<file path="config.mk">
export PLATFORM = sky130hd
export DESIGN_NAME = psc_res_fifo
export DESIGN_NICKNAME = d
export VERILOG_FILES = /design/src/sv/psc_pkg.sv /design/src/sv/psc_res_fifo.sv
export SDC_FILE = /design/constraint.sdc
export NUM_CORES = 1
export LEC_CHECK = 0
export BUFFER_PORTS_ARGS = -buffer_cell sky130_fd_sc_hd__buf_2
export CAP_MARGIN = 40
export CORE_ASPECT_RATIO = 1.4
export CORE_MARGIN = 10
export CORE_UTILIZATION = 45
export DETAILED_ROUTE_END_ITERATION = 16
export GPL_TIMING_DRIVEN = 0
export PLACE_DENSITY = 0.65
export SYNTH_ARGS = -nofsm -noshare
export SYNTH_HDL_FRONTEND = slang
export SYNTH_SLANG_ARGS = --single-unit
</file>
<file path="constraint.sdc">
create_clock -name i_clk -period 6.5 [get_ports i_clk]
set_input_delay 1.625 -clock i_clk [delete_from_list [all_inputs] [get_ports i_clk]]
set_output_delay 1.625 -clock i_clk [all_outputs]
set_load 0.01 [all_outputs]
</file>
<file path="src/sv/psc_pkg.sv">
// shared types and constants of the planar shadow-compare blitter
// no dependencies
`timescale 1ns / 1ps
`default_nettype none

package psc_pkg;

    localparam int SHADOW_WORDS  = 65536;
    localparam int MAX_ROW_WORDS = 64;
    localparam int MAX_ROWS      = 1024;
    localparam int NUM_PLANES    = 4;

    localparam int SHADOW_AW   = $clog2(SHADOW_WORDS);
    localparam int COL_W       = $clog2(MAX_ROW_WORDS);
    localparam int ROW_W       = $clog2(MAX_ROWS);
    localparam int PLANE_W     = $clog2(NUM_PLANES);

    localparam int WORD_W      = 32;
    localparam int ADDR_W      = 20;
    localparam int ROW_WORDS_W = 7;
    localparam int ROWS_W      = 11;
    localparam int GAP_W       = 12;
    localparam int CFG_W       = 12;
    localparam int CFG_IDX_W   = 2;

    localparam logic [ROW_WORDS_W-1:0] ROW_WORDS_RST = ROW_WORDS_W'(20);
    localparam logic [ROWS_W-1:0]      ROWS_RST      = ROWS_W'(480);
    localparam logic [GAP_W-1:0]       GAP_RST       = '0;

    localparam int RES_DEPTH = 8;
    localparam int RES_AW    = $clog2(RES_DEPTH);

    typedef enum logic [CFG_IDX_W-1:0] {
        CFG_ROW_WORDS = 2'd0,
        CFG_ROWS      = 2'd1,
        CFG_LINE_GAP  = 2'd2
    } t_cfg_idx;

    localparam logic KIND_MASK  = 1'b0;
    localparam logic KIND_VIDEO = 1'b1;

    // one word as handed from the sequencer to the compare stage
    typedef struct packed {
        logic [SHADOW_AW-1:0]  idx;
        logic [ADDR_W-1:0]     addr;
        logic                  first;
        logic [NUM_PLANES-1:0] mask;
        logic                  filled;
    } t_issue;

    typedef struct packed {
        logic              kind;
        logic [ADDR_W-1:0] video_address;
        logic [WORD_W-1:0] value;
        logic              last;
    } t_res;

endpackage

`default_nettype wire

</file>
<file path="src/sv/psc_res_fifo.sv">
// result queue taking up to two results per cycle, one out per cycle while popped
// depends on psc_pkg
`timescale 1ns / 1ps
`default_nettype none

module psc_res_fifo (
    input  wire logic                       i_clk,
    input  wire logic                       i_rst_n,
    input  wire logic                       i_wr0,
    input  wire psc_pkg::t_res              i_d0,
    input  wire logic                       i_wr1,
    input  wire psc_pkg::t_res              i_d1,
    input  wire logic                       i_pop,
    output logic                            o_valid,
    output psc_pkg::t_res                   o_head,
    output logic [psc_pkg::RES_AW:0]        o_count
);

    psc_pkg::t_res                r_mem [psc_pkg::RES_DEPTH];
    logic [psc_pkg::RES_AW-1:0]   r_wp;
    logic [psc_pkg::RES_AW-1:0]   r_rp;
    logic [psc_pkg::RES_AW:0]     r_cnt;
    logic [psc_pkg::RES_AW-1:0]   wp1;
    logic                         pop_ok;

    assign wp1    = r_wp + psc_pkg::RES_AW'(1);
    assign pop_ok = i_pop && (r_cnt != '0);

    always_ff @(posedge i_clk) begin
        if (i_wr0) begin
            r_mem[r_wp] <= i_d0;
        end
        if (i_wr1) begin
            r_mem[wp1] <= i_d1;
        end
    end

    always_ff @(posedge i_clk) begin
        if (!i_rst_n) begin
            r_wp  <= '0;
            r_rp  <= '0;
            r_cnt <= '0;
        end else begin
            r_wp  <= r_wp + psc_pkg::RES_AW'(i_wr0) + psc_pkg::RES_AW'(i_wr1);
            r_rp  <= r_rp + psc_pkg::RES_AW'(pop_ok);
            r_cnt <= r_cnt + (psc_pkg::RES_AW+1)'(i_wr0) + (psc_pkg::RES_AW+1)'(i_wr1)
                     - (psc_pkg::RES_AW+1)'(pop_ok);
        end
    end

    assign o_valid = r_cnt != '0;
    assign o_head  = r_mem[r_rp];
    assign o_count = r_cnt;

endmodule

`default_nettype wire

</file>
# Word-level counts from Yosys, hierarchy flattened
# Memory sizes are Yosys's and may differ from the RTL's. A register that Yosys moved wholly into a read port is not among the register bits.
# Index checks and enable logic that the tools add are counted.
# op_classes
n_addsub	7
muxes	5
n_reduce_logical	2
# ops
op	count
adder 3 x 1 -> 3 bit	3
adder 4 x 1 -> 4 bit	2
2-to-1 mux 1 bit	4
nonzero test 4 bit	1
subtractor 4 x 1 -> 4 bit	1
adder 3 x 1 -> 3 bit, second input constant	1
2-to-1 mux 3 bit	1
logical AND 1 bit	1
# totals
reg_bits	10
ramBits	432
input_bits	113
out_inout_bits	59
n_memories	1
# memory_table
name	words	word_bits	rd	rd_ports_with_merged_regs	wr	line_no	text
r_mem	8	54	1	1	2	psc_res_fifo.sv:19	psc_pkg::t_res r_mem [psc_pkg::RES_DEPTH];

# Logic depth before layout (Yosys ltp)
# depth
ltp_word	4
depth_mapped	10
ltp_nobuf	10

# Least setup slack after synthesis
# OpenSTA, ideal clock, no wires.
# synth_path
kind	input -> register
from	input i_wr0
to	memory r_mem[0][0] in the netlist's numbering, enable pin
setup_ps	549
arrival_time_ps	5806
t_required_ps	5951
slack_ps	145
path_stages	2
cell_sequence	nand2_1 > o32ai_1
# synth_rtl
element	line_no	text
start: declaration	psc_res_fifo.sv:9	input wire logic i_wr0,
end: declaration	psc_res_fifo.sv:19	

==> flow_metrics.env <==
export IMPL_slew_violations=0
export IMPL_synth_net_count=1300
export IMPL_clock_sinks=442
export IMPL_tightest_slew_ns=0.954
export IMPL_grt_pass1_vias=12988
export IMPL_groute_usage_overall_pct=20.2
export IMPL_ctsResizeCount=0
export IMPL_critical_path_endpoint_type="primary output"
export IMPL_pwr_density_cell_nw_per_um2=325
export IMPL_synth_distinct_cells=34
export IMPL_totalNegativeSetupSlack_ns=0
export IMPL_dieArea_um2=58100
export IMPL_clock_tree_buffer_depth=3
export IMPL_synth_area_per_cell_um2=18.7
export IMPL_cts_max_level=2
export IMPL_criticalPathCategory="flop to primary output"
export IMPL_io_pins=172
export IMPL_yosys_register_bits=442
export IMPL_post_cts_hold_buffer_count=0
export IMPL_initial_antenna_violation_count=9
export IMPL_drt_iter0_markers=697
export IMPL_timing_final_ws_setup_ns=1.66
export IMPL_clockRootBuffer="sky130_fd_sc_hd__clkbuf_16"
export IMPL_tritoncts_clock_tree="built"
export IMPL_cp_data_required_time_ns=4.88
export IMPL_drc_errors=0
export IMPL_layout_cells_most_common_list="sky130_fd_sc_hd__mux2_2 (482), sky130_fd_sc_hd__edfxtp_1 (432), sky130_fd_sc_hd__buf_2 (226)"
export IMPL_clock_latency_ns=0.56
export IMPL_grt_first_pass_wirelength_mm=86.1
export IMPL_numPortBuffers=171
export IMPL_flow_area_growth_from_synthesis_pct=16.6
export IMPL_gp_congestion=0.760
export IMPL_arrival_ns=3.22
export IMPL_design_final_nets=1546
export IMPL_crit_fanout=10
export IMPL_layout_core_utilization_pct=53.2
export IMPL_placement_rows=95
export IMPL_dr_total_vias=11897
export IMPL_first_pass_iters=4
export IMPL_setup_viol_count_final=0
export IMPL_post_synth_instance_area_um2=22000
export IMPL_max_freq_ghz=0.207
export IMPL_initial_utilization_pct=45.6
export IMPL_wl_mm=58.1
export IMPL_clkSlewWorstSetupHoldPaths_ns=0.06
export IMPL_grt_start_max_net_pins=21
export IMPL_hold_violations=0
export IMPL_worst_clock_skew_ns=0.0138
export IMPL_drive_above_1_share_pct=63.2
export IMPL_die_y_um=281
export IMPL_outcome="finished clean"
export IMPL_most_common_cell_after_layout_fill_and_taps_aside="sky130_fd_sc_hd__mux2_2"
export IMPL_core_um2=48100
export IMPL_place_ws_ns=2.27
export IMPL_clock_period_minus_worst_slack_ns=4.84
export IMPL_drt_antenna_violating_nets=0
export IMPL_yosysSeqAreaShare_pct=60.0
export IMPL_ys_warnings_count=0
export IMPL_period_share_pct=74.5
export IMPL_cp_slowest_cell="sky130_fd_sc_hd__buf_1"
export IMPL_drt_wirelength_per_cell_um=27.8
export IMPL_cap_viol_max_count=0
export IMPL_launching_element_type_of_the_critical_path="flop"
export IMPL_postCtsSetupBuffers=0
export IMPL_syn_inst=1176
export IMPL_die_width_um=207
export IMPL_placed_cells_incl_taps=2005
export IMPL_critical_path_max_stage_delay_ns=0.76
export IMPL_path_delay_family="buffers and inverters"
export IMPL_cp_cell_sequence="buf_2 -> buf_2 -> buf_1 -> mux4_2 -> mux2_2 -> buf_2"
export IMPL_cts_inserted_buffers=45
export IMPL_finish_cell_count_without_fillers=2086
export IMPL_static_leakage_power_nw=8.55
export IMPL_timing_hold_worst_class="flop to flop"
export IMPL_hold_slack_ns=0.587
export IMPL_vdd_drop_max_v=0.000187
export IMPL_via_per_inst=5.70
export IMPL_critPathMostFrequentCell="sky130_fd_sc_hd__buf_2"
export IMPL_rsz0062_at_grt="no"
export IMPL_globalRouteOverflowTotal=0
export IMPL_slew_headroom_pct=36.4
export IMPL_timing_critical_path_buf_inv=4
export IMPL_post_dp_hpwl_mm=38.0
[sequential cells by signal, summed over array words and instances (netlist names)]
register,flops
r_mem,432
o_count,4
r_wp,3
r_rp,3
[per-stage QoR]
step	power, mW	instance area (um2)
CTS	8.43	25600
global route	8.68	25600
finish	8.32	25600
global placement	5.94	23600
detailed placement	6.02	24300
floorplan	5.14	22000
[cell type report]
cell class	count	area (um2)
clock buffer	63	1220
tap	630	788
multi-input combinational	652	8510
clock inverter	15	91.3
antenna	3	7.51
sequential	442	13200
timing repair buffer	199	1420
buffer	73	347
fill	3951	22600
inverter	9	33.8
[tightest hold or removal path: cells and delay by family (launching register included)]
family | cells | cell delay [ns]
flops | 1 | 0.33
simple gates | 1 | 0.10
fa+ha+maj | 1 | 0.12
[power breakdown]
part	internal [mW]	switching, mW	leakage (nW)
Sequential	3.49	0.0690	4.05
Clock	1.34	1.06	0.646
Combinational	1.15	1.20	3.86
[metal layers]
| layer | vias to the layer above | wire [um] | track usage (%) |
|---|---|---|---|
| li1 | 5339 | - | - |
| met1 | 6219 | 23700 | 25.6 |
| met2 | 253 | 30500 | 35.2 |
| met3 | 72 | 2730 | 3.43 |
| met4 | 14 | 999 | 4.74 |
| met5 | - | 107 | 0 |
[cell usage after synthesis]
library cell / count / area [um2]
sky130_fd_sc_hd__nand3_1: 1 / 5.00
sky130_fd_sc_hd__mux2i_1: 1 / 10.0
sky130_fd_sc_hd__nor2_2: 4 / 25.0
sky130_fd_sc_hd__o21ai_0: 1 / 5.00
sky130_fd_sc_hd__a21o_1: 1 / 7.51
sky130_fd_sc_hd__nand2_1: 6 / 22.5
sky130_fd_sc_hd__inv_1: 9 / 33.8
sky130_fd_sc_hd__edfxtp_1: 432 / 13000
sky130_fd_sc_hd__nand3b_1: 1 / 7.51
sky130_fd_sc_hd__o32ai_1: 1 / 8.76
sky130_fd_sc_hd__dfxtp_1: 10 / 200
sky130_fd_sc_hd__nor3_4: 2 / 32.5
sky130_fd_sc_hd__mux4_2: 108 / 2430
sky130_fd_sc_hd__xor2_1: 3 / 26.3
sky130_fd_sc_hd__fa_1: 3 / 60.1
sky130_fd_sc_hd__buf_2: 55 / 275
sky130_fd_sc_hd__nor3b_1: 1 / 7.51
sky130_fd_sc_hd__o31ai_1: 1 / 7.51
sky130_fd_sc_hd__o22ai_1: 3 / 18.8
sky130_fd_sc_hd__clkbuf_1: 16 / 60.1
sky130_fd_sc_hd__nand2b_1: 3 / 18.8
sky130_fd_sc_hd__o21bai_1: 2 / 15.0
sky130_fd_sc_hd__a21oi_1: 1 / 5.00
sky130_fd_sc_hd__mux2_1: 4 / 45.0
sky130_fd_sc_hd__buf_4: 1 / 7.51
sky130_fd_sc_hd__xor2_2: 1 / 16.3
sky130_fd_sc_hd__mux2_2: 482 / 5430
sky130_fd_sc_hd__nor2b_1: 1 / 6.26
sky130_fd_sc_hd__buf_1: 1 / 3.75
sky130_fd_sc_hd__ha_1: 8 / 100
sky130_fd_sc_hd__and2_1: 9 / 56.3
sky130_fd_sc_hd__nand2_2: 2 / 12.5
sky130_fd_sc_hd__nor2_1: 1 / 3.75
sky130_fd_sc_hd__xnor2_2: 1 / 16.3
[kinds of logic (layout without fill, tap and decap cells)]
group	count (synthesis)	after routing	share of synthesized area, %
other	0	3	0
adders and majority gates	11	11	0.730
xor gates and xnor gates	5	5	0.268
muxes	595	595	36.1
buffers and inverters	82	359	1.73
and+or+nand+nor	31	31	0.900
DFF	442	442	60.0
AOI/OAI and AO/OA	10	10	0.308
[path summary, 6_finish.rpt]
check                                        start                endpoint  slack [ns]  depth (start not counted)
worst max register to register  r_wp[1]$_SDFF_PN0_  r_mem[5][12]$_DFFE_PP_        3.24                          8
worst min register to register  r_rp[0]$_SDFF_PN0_      r_rp[0]$_SDFF_PN0_        0.59                          2
worst max-delay path            r_rp[1]$_SDFF_PN0_              o_head[37]        1.66                          6
worst min-delay path            r_rp[0]$_SDFF_PN0_      r_rp[0]$_SDFF_PN0_        0.59                          2
Note: power is estimated with default switching activity, not from simulation.
