==> config.mk <==
export PLATFORM = sky130hd
export DESIGN_NAME = psc_seq
export DESIGN_NICKNAME = d
export VERILOG_FILES = /design/src/sv/psc_pkg.sv /design/src/sv/psc_seq.sv
export SDC_FILE = /design/constraint.sdc
export NUM_CORES = 1
export LEC_CHECK = 0
export BUFFER_PORTS_ARGS = -buffer_cell sky130_fd_sc_hd__buf_2
export CELL_PAD_IN_SITES_DETAIL_PLACEMENT = 1
export CELL_PAD_IN_SITES_GLOBAL_PLACEMENT = 1
export CORE_MARGIN = 8
export CORE_UTILIZATION = 40
export DETAILED_ROUTE_END_ITERATION = 10
export PLACE_DENSITY = 0.75
export SLEW_MARGIN = 20
export SYNTH_ARGS = -nofsm -noshare
export SYNTH_HDL_FRONTEND = slang
export SYNTH_SLANG_ARGS = --single-unit
==> constraint.sdc <==
create_clock -name i_clk -period 3.4 [get_ports i_clk]
set_input_delay 0.17 -clock i_clk [delete_from_list [all_inputs] [get_ports i_clk]]
set_output_delay 0.17 -clock i_clk [all_outputs]
set_load 0.01 [all_outputs]
==> src/sv/psc_pkg.sv <==
// shared types and constants of the planar shadow-compare blitter
// no dependencies
`timescale 1ns / 1ps
`default_nettype none

package psc_pkg;

    localparam int SHADOW_WORDS  = 65536;
    localparam int MAX_ROW_WORDS = 64;
    localparam int MAX_ROWS      = 1024;
    localparam int NUM_PLANES    = 4;

    localparam int SHADOW_AW   = $clog2(SHADOW_WORDS);
    localparam int COL_W       = $clog2(MAX_ROW_WORDS);
    localparam int ROW_W       = $clog2(MAX_ROWS);
    localparam int PLANE_W     = $clog2(NUM_PLANES);

    localparam int WORD_W      = 32;
    localparam int ADDR_W      = 20;
    localparam int ROW_WORDS_W = 7;
    localparam int ROWS_W      = 11;
    localparam int GAP_W       = 12;
    localparam int CFG_W       = 12;
    localparam int CFG_IDX_W   = 2;

    localparam logic [ROW_WORDS_W-1:0] ROW_WORDS_RST = ROW_WORDS_W'(20);
    localparam logic [ROWS_W-1:0]      ROWS_RST      = ROWS_W'(480);
    localparam logic [GAP_W-1:0]       GAP_RST       = '0;

    localparam int RES_DEPTH = 8;
    localparam int RES_AW    = $clog2(RES_DEPTH);

    typedef enum logic [CFG_IDX_W-1:0] {
        CFG_ROW_WORDS = 2'd0,
        CFG_ROWS      = 2'd1,
        CFG_LINE_GAP  = 2'd2
    } t_cfg_idx;

    localparam logic KIND_MASK  = 1'b0;
    localparam logic KIND_VIDEO = 1'b1;

    // one word as handed from the sequencer to the compare stage
    typedef struct packed {
        logic [SHADOW_AW-1:0]  idx;
        logic [ADDR_W-1:0]     addr;
        logic                  first;
        logic [NUM_PLANES-1:0] mask;
        logic                  filled;
    } t_issue;

    typedef struct packed {
        logic              kind;
        logic [ADDR_W-1:0] video_address;
        logic [WORD_W-1:0] value;
        logic              last;
    } t_res;

endpackage

`default_nettype wire

==> src/sv/psc_seq.sv <==
// configuration registers, plane/row/column counters and shadow fill count
// depends on psc_pkg
`timescale 1ns / 1ps
`default_nettype none

module psc_seq (
    input  wire logic                          i_clk,
    input  wire logic                          i_rst_n,
    input  wire logic                          i_cfg_we,
    input  wire logic [psc_pkg::CFG_IDX_W-1:0] i_cfg_idx,
    input  wire logic [psc_pkg::CFG_W-1:0]     i_cfg_wdata,
    input  wire logic                          i_adv,
    output psc_pkg::t_issue                    o_iss
);

    logic [psc_pkg::ROW_WORDS_W-1:0] r_row_words;
    logic [psc_pkg::ROWS_W-1:0]      r_rows;
    logic [psc_pkg::GAP_W-1:0]       r_gap;

    logic [psc_pkg::PLANE_W-1:0]     r_plane, n_plane;
    logic [psc_pkg::ROW_W-1:0]       r_row, n_row;
    logic [psc_pkg::COL_W-1:0]       r_col, n_col;
    logic [psc_pkg::SHADOW_AW-1:0]   r_idx, n_idx;
    logic [psc_pkg::ADDR_W-1:0]      r_off, n_off;
    logic [psc_pkg::SHADOW_AW:0]     r_fill, n_fill;

    logic [psc_pkg::ROW_WORDS_W-1:0] rw_eff;
    logic [psc_pkg::ROWS_W-1:0]      nr_eff;
    logic                            col_end;
    logic                            row_end;

    // clamp registers to their legal ranges
    always_comb begin
        if (r_row_words == '0) begin
            rw_eff = psc_pkg::ROW_WORDS_W'(1);
        end else if (r_row_words > psc_pkg::ROW_WORDS_W'(psc_pkg::MAX_ROW_WORDS)) begin
            rw_eff = psc_pkg::ROW_WORDS_W'(psc_pkg::MAX_ROW_WORDS);
        end else begin
            rw_eff = r_row_words;
        end
        if (r_rows == '0) begin
            nr_eff = psc_pkg::ROWS_W'(1);
        end else if (r_rows > psc_pkg::ROWS_W'(psc_pkg::MAX_ROWS)) begin
            nr_eff = psc_pkg::ROWS_W'(psc_pkg::MAX_ROWS);
        end else begin
            nr_eff = r_rows;
        end
    end

    assign col_end = (psc_pkg::ROW_WORDS_W'(r_col) + psc_pkg::ROW_WORDS_W'(1)) >= rw_eff;
    assign row_end = (psc_pkg::ROWS_W'(r_row) + psc_pkg::ROWS_W'(1)) >= nr_eff;

    always_comb begin
        n_col   = r_col + psc_pkg::COL_W'(1);
        n_row   = r_row;
        n_plane = r_plane;
        n_idx   = r_idx + psc_pkg::SHADOW_AW'(1);
        n_off   = r_off + psc_pkg::ADDR_W'(1);
        if (col_end) begin
            n_col = '0;
            n_row = r_row + psc_pkg::ROW_W'(1);
            n_off = r_off + psc_pkg::ADDR_W'(1) + psc_pkg::ADDR_W'(r_gap >> 2);
            if (row_end) begin
                n_row   = '0;
                n_off   = '0;
                n_plane = r_plane + psc_pkg::PLANE_W'(1);
                if (r_plane == psc_pkg::PLANE_W'(psc_pkg::NUM_PLANES - 1)) begin
                    n_idx = '0;
                end
            end
        end
        // entries are visited in order from zero, so a high-water mark
        // tells which ones have been written since reset
        n_fill = r_fill;
        if ({1'b0, r_idx} == r_fill &&
            r_fill != (psc_pkg::SHADOW_AW+1)'(psc_pkg::SHADOW_WORDS)) begin
            n_fill = r_fill + (psc_pkg::SHADOW_AW+1)'(1);
        end
    end

    always_ff @(posedge i_clk) begin
        if (!i_rst_n) begin
            r_row_words <= psc_pkg::ROW_WORDS_RST;
            r_rows      <= psc_pkg::ROWS_RST;
            r_gap       <= psc_pkg::GAP_RST;
            r_plane     <= '0;
            r_row       <= '0;
            r_col       <= '0;
            r_idx       <= '0;
            r_off       <= '0;
            r_fill      <= '0;
        end else begin
            if (i_cfg_we) begin
                case (i_cfg_idx)
                    psc_pkg::CFG_ROW_WORDS: begin
                        r_row_words <= i_cfg_wdata[psc_pkg::ROW_WORDS_W-1:0];
                    end
                    psc_pkg::CFG_ROWS: begin
                        r_rows <= i_cfg_wdata[psc_pkg::ROWS_W-1:0];
                    end
                    psc_pkg::CFG_LINE_GAP: begin
                        r_gap <= i_cfg_wdata[psc_pkg::GAP_W-1:0];
                    end
                    default: begin
                    end
                endcase
            end
            if (i_adv) begin
                r_plane <= n_plane;
                r_row   <= n_row;
                r_col   <= n_col;
                r_idx   <= n_idx;
                r_off   <= n_off;
                r_fill  <= n_fill;
            end
        end
    end

    assign o_iss.idx    = r_idx;
    assign o_iss.addr   = r_off;
    assign o_iss.first  = (r_row == '0) && (r_col == '0);
    assign o_iss.mask   = psc_pkg::NUM_PLANES'(1) << r_plane;
    assign o_iss.filled = {1'b0, r_idx} < r_fill;

endmodule

`default_nettype wire

==> After elaboration in Yosys (flattened, before gate mapping) <==
Index checks and enable logic that the tools add are counted.
W data, S select, Z words.
{ "word_totals": {"reg_bits": 101, "inputBits": 18, "output_inout_bits": 42, "wordCells": 53} }
{ "classes": {"addsub": 9, "order_cmp": 5, "eq_ne": 5, "shifts": 1, "n_mux": 11, "reduce_logical": 13} }
{ "ops": {"columns": ["operator", "n"], "rows": [
  ["$mux W16", 3],
  ["$mux W20", 2],
  ["$mux W11", 2],
  ["$add A20 B1 Y20 const B", 1],
  ["$add A20 B10 Y20", 1],
  ["$add A17 B1 Y17 const B", 1],
  ["$eq A16 B17 Y1", 1],
  ["$lt A16 B17 Y1", 1],
  ["$ne A17 B17 Y1 const B", 1],
  ["$add A16 B1 Y16 const B", 1],
  ["$mux W7", 2],
  ["$add A10 B1 Y11 const B", 1],
  ["$ge A11 B11 Y1", 1],
  ["$gt A11 B11 Y1 const B", 1],
  ["$logic_not A11 Y1", 1],
  ["$add A10 B1 Y10 const B", 1],
  ["$logic_not A10 Y1", 1],
  ["$mux W10", 1],
  ["$reduce_and A2 Y1", 5],
  ["$add A6 B1 Y7 const B", 1],
  ["$ge A7 B7 Y1", 1],
  ["$gt A7 B7 Y1 const B", 1],
  ["$logic_not A7 Y1", 1],
  ["$add A6 B1 Y6 const B", 1],
  ["9 further kinds", 11]
]} }

==> Longest topological paths before layout <==
{ "depth": {"depth_word": 6, "ltp_mapped": 15} }

==> Worst setup path before layout <==
No wires, ideal clock.
{ "synth_path": {"kind": "flip-flop to flip-flop", "start": "register r_off[0] (netlist bit)", "end": "register r_off[19] (netlist bit)", "arrival_time_ns": 3.376, "required_time_ns": 3.283, "setup_slack_ns": -0.093, "stages_incl_launch_ff": 13, "n_path_buf": 1, "cell_sequence": "dfxtp_1 > ha_1 > clkbuf_1 > nand3_1 > xnor2_1 > ha_1 > a21o_1 > a31o_2 > o2111ai_1 > a311oi_1 > nand2_1 > or4_1 > a32o_1"} }
{ "synth_between": {"elab_chain_len": 4} }
{ "synth_lines": {"columns": ["item", "line_no", "text"], "rows": [
  ["start, declared", "psc_seq.sv:24", "logic [psc_pkg::ADDR_W-1:0] r_off, n_off;"],
  ["start signal, assigned", "psc_seq.sv:113", "r_off <= n_off;"],
  ["$add A20 B1 Y20 *", "psc_seq.sv:58, psc_seq.sv:62", null],
  ["$add A20 B10 Y20", "psc_seq.sv:62", "n_off = r_off + psc_pkg::ADDR_W'(1) + psc_pkg::ADDR_W'(r_gap >> 2);"],
  ["$mux W20", "psc_seq.sv:63", "if (row_end) begin"],
  ["$mux W20 *", "psc_seq.sv:59", "if (col_end) begin"]
]} }
Every way passes the cells marked *; elsewhere a longest branch is shown, timed or not.
A chain may end at the register's enable or synchronous reset.

==> Worst setup path after layout <==
{ "layout_path": {"start": "register r_row[2] (netlist bit)", "end": "register r_off[13] (netlist bit)"} }
{ "layout_between": {"elab_chain_len": 4} }
{ "layout_lines": {"columns": ["item", "line_no", "text"], "rows": [
  ["start, declared", "psc_seq.sv:21", "logic [psc_pkg::ROW_W-1:0] r_row, n_row;"],
  ["start signal, assigned", "psc_seq.sv:110", "r_row <= n_row;"],
  ["$add A10 B1 Y11", "psc_seq.sv:51", "assign row_end = (psc_pkg::ROWS_W'(r_row) + psc_pkg::ROWS_W'(1)) >= nr_eff;"],
  ["$ge A11 B11 Y1", "psc_seq.sv:51", null],
  ["$mux W20", "psc_seq.sv:63", null],
  ["$mux W20", "psc_seq.sv:59", null]
]} }
Every way passes these cells.

==> impl_metrics.tcl <==
set metrics [dict create \
    status "complete, no violations" \
    ys_ff_latch 99 \
    power_density_nw_per_um2 379 \
    yosys.area_share.simple_pct 25.5 \
    die_area_um2 19700 \
    crit_type "flop to flop" \
    clock_latency_ps 360 \
    period_share_pct 94.8 \
    gr-usage-met2_pct 34.3 \
    grt_max_degree 68 \
    hold_path_depth 3 \
    yosys_warnings 0 \
    seq_area_frac_synth_pct 32.0 \
    synth_xor_area_share_pct 9.19 \
    postCtsSetupRepairBufs 0 \
    async_flop_share_pct 0 \
    fin_util_pct 47.0 \
    clk_path_buf_depth 2 \
    fp.coreArea_um2 15100 \
    endpoint_kind "flop" \
    power.total_mw 2.70 \
    first_iter_violations 341 \
    yosys.area_share.adder_pct 11.4 \
    r2r_setup_slack_ps 180 \
    ctsHoldBuffers 0 \
    r2r-start "r_row[2]$_SDFFE_PN0P_" \
    grt.met3_usage_pct 3.43 \
    remaining_drc_errors 0 \
    grt_pass1_vias 6219 \
    num_vias 5835 \
    worst_pin_slew_ps 767 \
    setup_viol 0 \
    clock_skew_ps 8.41 \
    synthCells 774 \
    die_y_um 140 \
    maxCapViolations 0 \
    tns_ps 0 \
    synth_top_family_by_area "simple AND/OR/NAND/NOR gates" \
    min_from "i_cfg_wdata[11]" \
    cts.root.buffer_cell "clkbuf_16" \
    synth-compound-area-share_pct 15.1 \
    max_slew_margin_pct 48.8 \
    rows 45 \
    totalWireLength_um 18500 \
    cts.htree.levels 3 \
    crit_fanout 23 \
    antenna_left 0 \
    rr_worst_depth 13 \
    r2r_end "r_off[13]$_SDFFE_PN0P_" \
    critPathRequiredTime_ps 3690 \
    rsz0062_at_grt "false" \
    period_needed_ps 3220 \
    gp_congestion 0.829 \
    port_buffers 59 \
    worst_ep_arrival_time_ps 3510 \
    synth_ff_type "dfxtp_1" \
    wl_per_cell_um 18.1 \
    whs_endpoint "r_gap[11]$_SDFFE_PN0P_" \
    antenna_found_initial 0 \
    cts_tree "done" \
    die_x_um 140 \
    cts_sinks 99 \
    io_pins 60 \
    hold_slack_ps 52.2 \
    cts_buffers 9 \
    clock.fmax_mhz 310 \
    synth_edf_count 0 \
    syn_avg_cell_area_um2 8.00 \
    start_util_pct 40.9 \
    dr.pass1.iters 4 \
    hp-class "primary input to flop" \
    synth_nets 848 \
    syn_area_um2 6190 \
    synth_cell_types 62 \
    synthMuxAreaShare_pct 2.75 \
    grt_util_all_layers_pct 19.1 \
    clkTransAtPathRegs_ps 70 \
    synthToLayoutAreaGrowth_pct 14.9 \
    peakVddDrop_v 0.000243 \
    diodes 0 \
    top_usage_layer "met2" \
    drive_gt1_share_pct 14.2 \
    maxSlewViolCount 0 \
    grt_pass1_wl_um 31100 \
    avgViaCountPerCell 5.70 \
    hold_viol 0 \
    grtUsageMet1_pct 22.6 \
    nets 905 \
    leakage_nw 3.09 \
    multi_input_area_um2 3990 \
    start_kind "flop" \
    dp_hpwl_um 13900 \
    overflow 0 \
    fill_cells 1848 \
    final-seq-area_um2 1990 \
]
## metal layers
layer / vias to the layer above / wire length (um)
met5: - / 0
met4: 0 / 205
met3: 17 / 592
met2: 78 / 9260
met1: 2895 / 8460
li1: 2845 / -
## registers in the layout, summed over array words and instances, names as in the netlist
register and flops:
r_off 20, r_fill 17, r_idx 16, r_rows 11, r_gap 10, r_row 10
r_row_words 7, r_col 6, r_plane 2
## cell type report
| class | count | share of cell area [%] |
|---|---|---|
| timing repair buffer | 75 | 6.01 |
| clock inverter | 4 | 1.02 |
| clock buffer | 12 | 3.61 |
| tap | 188 | 3.31 |
| multi-input combinational | 609 | 56.1 |
| sequential | 99 | 28.0 |
| inverter | 37 | 1.95 |
## cell usage in the layout, fill, tap and decap left out, types with 26 or more instances in the layout
master / n
inv_1: 35
a21oi_1: 47
dfxtp_1: 93
xnor2_1: 38
o21ai_0: 35
nand3_1: 33
buf_2: 59
xor2_1: 26
nor2_1: 92
nand2_1: 89
ha_1: 55
## worst max path at each step
| stage | start | to | slack [ps] | cells past startpoint |
|---|---|---|---|---|
| 2_1_floorplan | r_off[0]$_SDFFE_PN0P_ | r_off[19]$_SDFFE_PN0P_ | 50 | 12 |
| 5_1_grt | r_row[0]$_SDFFE_PN0P_ | r_off[13]$_SDFFE_PN0P_ | 1 | 14 |
| 3_3_place_gp | r_row[0]$_SDFFE_PN0P_ | r_off[13]$_SDFFE_PN0P_ | 200 | 14 |
| 4_1_cts | r_row[0]$_SDFFE_PN0P_ | r_off[13]$_SDFFE_PN0P_ | 50 | 14 |
| 6_report | r_row[2]$_SDFFE_PN0P_ | r_off[13]$_SDFFE_PN0P_ | 180 | 13 |
| 3_5_place_dp | r_row[0]$_SDFFE_PN0P_ | r_off[13]$_SDFFE_PN0P_ | 70 | 14 |
## cell families after synthesis
family / count (synthesis)
AND/OR/NAND/NOR: 324
AO/OA/AOI/OAI: 147
flip-flops: 99
buffers and inverters: 66
XOR/XNOR: 65
adder cells (fa/ha/maj): 56
multiplexers: 17
## stage by stage
step / setup slack (ps) / instances / area, um2
2_1_floorplan: 51.3 / 774 / 6200
3_3_place_gp: 202 / 1008 / 6750
3_5_place_dp: 74.8 / 1008 / 6750
4_1_cts: 45.9 / 1024 / 7080
5_1_grt: 1.29 / 1024 / 7110
6_report: 177 / 1024 / 7110
## power by group
group          internal [mW]  switching (mW)  total, mW
logic                  0.125           0.188      0.313
clock network          0.685           0.466       1.15
registers               1.19          0.0428       1.23
total                   2.00           0.697       2.70
## critical path, cell delays in order, from the launching register on
cell     delay, ps
dfxtp_1        420
and3_2         260
and3_1         260
and3_1         270
nand3_1        140
xnor2_2        170
ha_1           320
a21o_1         180
a21oi_2        160
o21ai_1        130
buf_12         190
a21o_4         230
or3_1          350
o21ai_0         80
## repair_timing
action / 4_1_cts / 5_1_grt
gates resized for setup: 0 / 13
setup endpoints to repair: 0 / 36
hold endpoints to repair: 0 / 0
## cell usage after synthesis (all sizes together) (2+ instances only)
cell type,count,area [um2]
nand4,26,178
and4,3,26.3
nand3,33,165
a21boi,2,15.0
o31ai,3,22.5
o21ai,37,185
o2111ai,2,17.5
and2,4,25.0
clkbuf,25,93.8
o221ai,3,26.3
xor2,26,228
nor2,93,352
o21a,6,45.0
or4,4,33.8
nor3,19,111
mux2i,17,170
o311ai,2,17.5
nor4,7,50.1
nand2,90,338
a211oi,4,35.0
buf,4,16.3
nand2b,2,12.5
nor2b,3,18.8
a32o,2,20.0
a32oi,4,42.6
xnor2,39,342
a31o,3,26.3
a221oi,2,17.5
a21oi,48,240
a21o,15,113
or3,4,25.0
ha,55,688
a31oi,5,31.3
dfxtp,99,1980
nor4b,2,17.5
inv,36,135
and3,20,126
or2,2,12.5
nand3b,10,75.1
nor3b,2,15.0
(Power assumes the default switching activity.)
